### config.mk
export PLATFORM = sky130hd
export DESIGN_NAME = cordic_vector_rotate_core_flat
export DESIGN_NICKNAME = d
export VERILOG_FILES = /design/src/sv/cvr_pkg.sv /design/src/sv/cvr_req_if.sv /design/src/sv/cvr_rsp_if.sv /design/src/sv/cvr_cell.sv /design/src/sv/cvr_gain.sv /design/src/sv/cordic_vector_rotate_core.sv /design/src/flat_wrapper.sv
export VERILOG_INCLUDE_DIRS = /design/src /design/src/sv
export SDC_FILE = /design/constraint.sdc
export NUM_CORES = 2
export LEC_CHECK = 0
export BUFFER_PORTS_ARGS = -buffer_cell sky130_fd_sc_hd__buf_2
export CAP_MARGIN = 20
export CORE_MARGIN = 2
export CORE_UTILIZATION = 50
export DETAILED_ROUTE_END_ITERATION = 10
export GPL_TIMING_DRIVEN = 1
export PLACE_DENSITY = 0.67
export REMOVE_ABC_BUFFERS = 1
export SYNTH_ARGS = -nofsm -noshare
export SYNTH_HDL_FRONTEND = slang
export SYNTH_HIERARCHICAL = 1
export SYNTH_SLANG_ARGS = --single-unit
### constraint.sdc
create_clock -name clock -period 7.7 [get_ports clock]
set_clock_uncertainty 0.05 [all_clocks]
set_input_delay 1.54 -clock clock [delete_from_list [all_inputs] [get_ports clock]]
set_output_delay 1.54 -clock clock [all_outputs]
set_load 0.005 [all_outputs]
### src/sv/cordic_vector_rotate_core_macros.svh
// assertion helpers for the rtl top level
`ifndef CORDIC_VECTOR_ROTATE_CORE_MACROS_SVH
`define CORDIC_VECTOR_ROTATE_CORE_MACROS_SVH

// checked outside reset
`define CVR_ASSERT(label, prop, msg) \
   label: assert property (@(posedge clock) disable iff (reset) prop) else $error(msg);

// checked on every edge, reset included
`define CVR_ASSERT_ALWAYS(label, prop, msg) \
   label: assert property (@(posedge clock) prop) else $error(msg);

`endif

### src/sv/cvr_pkg.sv
`default_nettype none

package cvr_pkg;

   localparam int WORD_W         = 16;
   localparam int TABLE_LEN      = 11;
   localparam int STEP_COUNT_DEF = 11;
   localparam int GAIN_W         = 9;
   localparam int GAIN_SHIFT     = 8;
   localparam int PROD_W         = WORD_W + GAIN_W;

   localparam logic signed [GAIN_W-1:0] GAIN_FIX = GAIN_W'(155);

   // degrees * 256, truncated toward zero
   localparam logic [WORD_W-1:0] ANGLE_TABLE [0:TABLE_LEN-1] = '{
      16'd11520, 16'd6800, 16'd3593, 16'd1824, 16'd915, 16'd458,
      16'd229,   16'd114,  16'd57,   16'd28,   16'd14
   };

   typedef struct packed {
      logic [WORD_W-1:0] x;
      logic [WORD_W-1:0] y;
      logic [WORD_W-1:0] target;
      logic [WORD_W-1:0] acc;
   } stage_type;

endpackage

`default_nettype wire

### src/sv/cvr_req_if.sv
`default_nettype none

interface cvr_req_if;
   logic                           valid;
   logic                           ready;
   logic [cvr_pkg::WORD_W-1:0] vec_x;
   logic [cvr_pkg::WORD_W-1:0] vec_y;
   logic [cvr_pkg::WORD_W-1:0] turn_degrees;

   modport source (output valid, output vec_x, output vec_y, output turn_degrees,
                   input ready);
   modport sink   (input valid, input vec_x, input vec_y, input turn_degrees,
                   output ready);
endinterface

`default_nettype wire

### src/sv/cvr_rsp_if.sv
`default_nettype none

interface cvr_rsp_if;
   logic                       valid;
   logic                       ready;
   logic [cvr_pkg::WORD_W-1:0] rot_x;
   logic [cvr_pkg::WORD_W-1:0] rot_y;

   modport source (output valid, output rot_x, output rot_y, input ready);
   modport sink   (input valid, input rot_x, input rot_y, output ready);
endinterface

`default_nettype wire

### src/sv/cvr_cell.sv
`default_nettype none

module cvr_cell #(
   parameter int STAGE = 0
) (
   input  wire logic               clock,
   input  wire logic               reset,
   input  wire logic               up_valid,
   output logic                    up_ready,
   input  wire cvr_pkg::stage_type up_data,
   output logic                    dn_valid,
   input  wire logic               dn_ready,
   output cvr_pkg::stage_type      dn_data
);

   logic                           valid_ff;
   logic                           valid_in;
   cvr_pkg::stage_type             data_ff;
   cvr_pkg::stage_type             data_in;
   logic [cvr_pkg::WORD_W-1:0]     diff;
   logic                           turn_pos;
   logic signed [cvr_pkg::WORD_W-1:0] xs;
   logic signed [cvr_pkg::WORD_W-1:0] ys;

   assign up_ready = !valid_ff || dn_ready;
   assign dn_valid = valid_ff;
   assign dn_data  = data_ff;

   always_comb begin
      diff     = up_data.target - up_data.acc;
      // exact zero turns the negative way
      turn_pos = !diff[cvr_pkg::WORD_W-1] && (diff != '0);
      xs       = $signed(up_data.x) >>> STAGE;
      ys       = $signed(up_data.y) >>> STAGE;
      data_in.target = up_data.target;
      if (turn_pos) begin
         data_in.x   = up_data.x - ys;
         data_in.y   = up_data.y + xs;
         data_in.acc = up_data.acc + cvr_pkg::ANGLE_TABLE[STAGE];
      end else begin
         data_in.x   = up_data.x + ys;
         data_in.y   = up_data.y - xs;
         data_in.acc = up_data.acc - cvr_pkg::ANGLE_TABLE[STAGE];
      end
      valid_in = up_ready ? up_valid : valid_ff;
   end

   always_ff @(posedge clock) begin
      if (reset) begin
         valid_ff <= 1'b0;
      end else begin
         valid_ff <= valid_in;
      end
   end

   always_ff @(posedge clock) begin
      if (up_valid && up_ready) begin
         data_ff <= data_in;
      end
   end

endmodule

`default_nettype wire

### src/sv/cvr_gain.sv
`default_nettype none

module cvr_gain (
   input  wire logic               clock,
   input  wire logic               reset,
   input  wire logic               up_valid,
   output logic                    up_ready,
   input  wire cvr_pkg::stage_type up_data,
   cvr_rsp_if.source               rsp_ch
);

   logic                                valid_ff;
   logic                                valid_in;
   logic [cvr_pkg::WORD_W-1:0]          rot_x_ff;
   logic [cvr_pkg::WORD_W-1:0]          rot_y_ff;
   logic signed [cvr_pkg::PROD_W-1:0]   prod_x;
   logic signed [cvr_pkg::PROD_W-1:0]   prod_y;

   assign up_ready     = !valid_ff || rsp_ch.ready;
   assign rsp_ch.valid = valid_ff;
   assign rsp_ch.rot_x = rot_x_ff;
   assign rsp_ch.rot_y = rot_y_ff;

   always_comb begin
      prod_x   = cvr_pkg::PROD_W'($signed(up_data.x))
               * cvr_pkg::PROD_W'(cvr_pkg::GAIN_FIX);
      prod_y   = cvr_pkg::PROD_W'($signed(up_data.y))
               * cvr_pkg::PROD_W'(cvr_pkg::GAIN_FIX);
      valid_in = up_ready ? up_valid : valid_ff;
   end

   always_ff @(posedge clock) begin
      if (reset) begin
         valid_ff <= 1'b0;
      end else begin
         valid_ff <= valid_in;
      end
   end

   // shift right by 8 and wrap to the word
   always_ff @(posedge clock) begin
      if (up_valid && up_ready) begin
         rot_x_ff <= prod_x[cvr_pkg::GAIN_SHIFT +: cvr_pkg::WORD_W];
         rot_y_ff <= prod_y[cvr_pkg::GAIN_SHIFT +: cvr_pkg::WORD_W];
      end
   end

endmodule

`default_nettype wire

### src/sv/cordic_vector_rotate_core.sv
// CORDIC rotation of a signed Q8.8 vector by a signed Q8.8 angle in degrees.
// One item is taken per clock while the output is not stalled; each
// micro-rotation is one cell of a pipelined chain, followed by a gain
// register that scales by 155/256, so each result passes every cell in turn.
// Every cell has its own valid bit and ready, so bubbles close up and a new
// item enters while a finished result still waits at the output.
`default_nettype none

`include "cordic_vector_rotate_core_macros.svh"

module cordic_vector_rotate_core #(
   parameter int STEP_COUNT = cvr_pkg::STEP_COUNT_DEF
) (
   input  wire logic clock,
   input  wire logic reset,
   cvr_req_if.sink   req_ch,
   cvr_rsp_if.source rsp_ch
);

   logic               stage_valid [0:STEP_COUNT];
   logic               stage_ready [0:STEP_COUNT];
   cvr_pkg::stage_type stage_data  [0:STEP_COUNT];

   assign stage_valid[0]        = req_ch.valid;
   assign req_ch.ready          = stage_ready[0];
   assign stage_data[0].x       = req_ch.vec_x;
   assign stage_data[0].y       = req_ch.vec_y;
   assign stage_data[0].target  = req_ch.turn_degrees;
   assign stage_data[0].acc     = '0;

   for (genvar i = 0; i < STEP_COUNT; i++) begin : g_cell
      cvr_cell #(
         .STAGE (i)
      ) u_cell (
         .clock    (clock),
         .reset    (reset),
         .up_valid (stage_valid[i]),
         .up_ready (stage_ready[i]),
         .up_data  (stage_data[i]),
         .dn_valid (stage_valid[i+1]),
         .dn_ready (stage_ready[i+1]),
         .dn_data  (stage_data[i+1])
      );
   end

   cvr_gain u_gain (
      .clock    (clock),
      .reset    (reset),
      .up_valid (stage_valid[STEP_COUNT]),
      .up_ready (stage_ready[STEP_COUNT]),
      .up_data  (stage_data[STEP_COUNT]),
      .rsp_ch   (rsp_ch)
   );

   `CVR_ASSERT_ALWAYS(a_rsp_idle_after_reset, reset |=> !rsp_ch.valid, "result valid after reset")
   `CVR_ASSERT(a_no_invented_rsp, !stage_valid[STEP_COUNT] && !rsp_ch.valid |=> !rsp_ch.valid, "result without item")
   `CVR_ASSERT(a_first_cell_free, !stage_valid[1] |-> req_ch.ready, "empty first cell refused item")

endmodule

`default_nettype wire

### src/flat_wrapper.sv
// flat-port wrapper written by rule: the top's interface ports become plain ports
module cordic_vector_rotate_core_flat 
#(
   parameter int STEP_COUNT = cvr_pkg::STEP_COUNT_DEF
)
  (clock, reset, req_ch_valid, req_ch_vec_x, req_ch_vec_y, req_ch_turn_degrees, req_ch_ready, rsp_ch_valid, rsp_ch_rot_x, rsp_ch_rot_y, rsp_ch_ready);
  cvr_req_if req_ch_i ();
  cvr_rsp_if rsp_ch_i ();
  input  wire logic clock;
  input  wire logic reset;
  input wire logic [$bits(req_ch_i.valid)-1:0] req_ch_valid;
  input wire logic [$bits(req_ch_i.vec_x)-1:0] req_ch_vec_x;
  input wire logic [$bits(req_ch_i.vec_y)-1:0] req_ch_vec_y;
  input wire logic [$bits(req_ch_i.turn_degrees)-1:0] req_ch_turn_degrees;
  output wire logic [$bits(req_ch_i.ready)-1:0] req_ch_ready;
  output wire logic [$bits(rsp_ch_i.valid)-1:0] rsp_ch_valid;
  output wire logic [$bits(rsp_ch_i.rot_x)-1:0] rsp_ch_rot_x;
  output wire logic [$bits(rsp_ch_i.rot_y)-1:0] rsp_ch_rot_y;
  input wire logic [$bits(rsp_ch_i.ready)-1:0] rsp_ch_ready;
  assign req_ch_i.valid = req_ch_valid;
  assign req_ch_i.vec_x = req_ch_vec_x;
  assign req_ch_i.vec_y = req_ch_vec_y;
  assign req_ch_i.turn_degrees = req_ch_turn_degrees;
  assign req_ch_ready = req_ch_i.ready;
  assign rsp_ch_valid = rsp_ch_i.valid;
  assign rsp_ch_rot_x = rsp_ch_i.rot_x;
  assign rsp_ch_rot_y = rsp_ch_i.rot_y;
  assign rsp_ch_i.ready = rsp_ch_ready;
  cordic_vector_rotate_core #(.STEP_COUNT(STEP_COUNT)) u_core (.clock(clock), .reset(reset), .req_ch(req_ch_i), .rsp_ch(rsp_ch_i));
endmodule
==> run metrics <==
die height=359 um; CP required=between 8 and 9 ns; Via-to-Cell Ratio=5.67; Final Hold Fails=0; Mean Syn Cell Area=~9.6 sq um; clk sink count=715; die footprint=about 0.13 sq mm; remaining global-route overflow=0; multi-input logic area=0.0386 sq mm; max-slew violations=0; CP Max Fanout=22; Rel. slew slack=31.5%; Final #Nets=7641; PwrDens=~320 mW/mm^2; max-cap check violation count=0; CTS tree=done; critical path capture point type=register; fillers=11100; leakage power=about 28 nW; routed length per placed instance=16.9 um; Top Layer Used=met4; FF+latch area=roughly 0.021 sq mm; RSZ-0062 raised after global routing=no; Pwr Total=0.0219 W; post-layout min period=6.51 ns; WS Path Type=register to register; post-detail-place hpwl=113000 um; pin count of the biggest net entering global routing=65; drt drc=0; Worst-path clk slew=around 0.06 ns; clock buffer depth=3; Die Width=between 300 and 400 um; dpl ws=1.28 ns; global-route wire length before repair=234000 um; Syn. warnings=6; final setup TNS=0 ns; most frequent cells in the layout=ha_1 (783), edfxtp_1 (703), inv_1 (696); initial antenna violation count=8; result of the run=completed; startpoint types=register; post-route ant nets=0; initial DRC count=2718; WL met2=~72000 um; Non-Filler Instances=8419; Port-buffer cells=85; final setup margin=1.19 ns; vias in the first global route=roughly 47000; WL final=142000 um; met3 wire len=4360 um; postcts setup bufs=0; Fmax=between 150 and 200 MHz; fin crit share=84.6%; Mapped Area=between 0.06 and 0.07 sq mm; Tightest Hold Check Type=register to register; num ports=86; Worst Tran Pin Value=1.00 ns; H-tree depth=3; first-pass iteration count of the detailed router=5; Setup violations, final=0; Root Driver=clkbuf_16; Global Route Usage Sum=a little over a fifth; Initial Util=50.2%; via count=47800; share of layout cells above drive strength 1=6.73%; RePlAce Congestion=0.913; Clock Latency Late Sink=0.71 ns; area grow syn2layout=8.45%; core area=0.125 sq mm; commonest non-fill, non-tap cell in the layout=ha_1; Synth Instances=6540; num rows=130; DP Cell Count=8244; CTS Hold Bufs=0; Fin Hold WS=0.375 ns; Worst EP arrival=6.90 ns; # resized after CTS=0; Num CTS Buffers=90; Peak VDD IR=292 uV; M1 WL=61100 um
[state kept, by name (all words and copies together) (netlist names)]
register and cells:
u_core/g_cell.u_cell/dn_data 671, u_core/g_cell.u_cell/dn_valid 11, u_core/u_gain/rsp_ch.rot_y 16, u_core/u_gain/rsp_ch.valid 1, u_core/u_gain/rsp_ch.rot_x 16
[final cells by class]
cell class,instances,share of cell area [%]
Antenna cell,8,0.0293
Clock buffer,113,3.48
Clock inverter,54,0.892
Inverter,704,3.87
Multi-Input combinational cell,5061,56.5
Sequential cell,715,31.2
Tap cell,1650,3.02
Timing Repair Buffer,114,0.941
[worst max-delay path: stages, from the launching register on]
cell       delay, ns
edfxtp_1        0.43
ha_1            0.26
fa_1            0.40
nand2b_1        0.18
a222oi_1        0.29
o21ai_1         0.11
or4_1           0.53
a211oi_1        0.31
and4_1          0.37
a21o_4          0.34
inv_4           0.16
nor2_1          0.14
xnor2_1         0.14
ha_1            0.30
nor2b_1         0.14
o21ai_0         0.22
a21oi_1         0.14
o21ai_0         0.24
a21oi_1         0.16
a2111oi_0       0.89
o31ai_1         0.16
a21oi_1         0.21
xnor2_1         0.08
[metrics by stage]
step,utilization (%),area [sq um]
floorplan,-,62600
global placement,52.1,65300
detailed placement,52.1,65300
CTS,54.5,68300
global route,54.5,68300
finish,54.5,68300
[metal layers]
layer,up-vias,global-route usage [%]
li1,24000,-
met1,22600,26.3
met2,862,40.1
met3,263,2.55
met4,0,7.32
met5,-,0
[final timing paths]
path	to	slack, ns	cells past startpoint	startpoint
worst max register to register	u_core/g_cell[4].u_cell/dn_data[62]$_DFFE_PP_	1.19	22	u_core/g_cell[3].u_cell/dn_data[0]$_DFFE_PP_
worst max-delay path	u_core/g_cell[4].u_cell/dn_data[62]$_DFFE_PP_	1.19	22	u_core/g_cell[3].u_cell/dn_data[0]$_DFFE_PP_
worst min register to register	u_core/g_cell[3].u_cell/dn_valid$_SDFFE_PP0N_	0.37	2	u_core/g_cell[2].u_cell/dn_valid$_SDFFE_PP0N_
worst min-delay path	u_core/g_cell[3].u_cell/dn_valid$_SDFFE_PP0N_	0.37	2	u_core/g_cell[2].u_cell/dn_valid$_SDFFE_PP0N_
[where the power goes]
part	internal, W	leakage [nW]	switching [W]
combinational	0.00525	20.4	0.00639
clock	0.00259	1.45	0.00169
sequential	0.00553	6.51	0.000464
(Power assumes the default switching activity.)
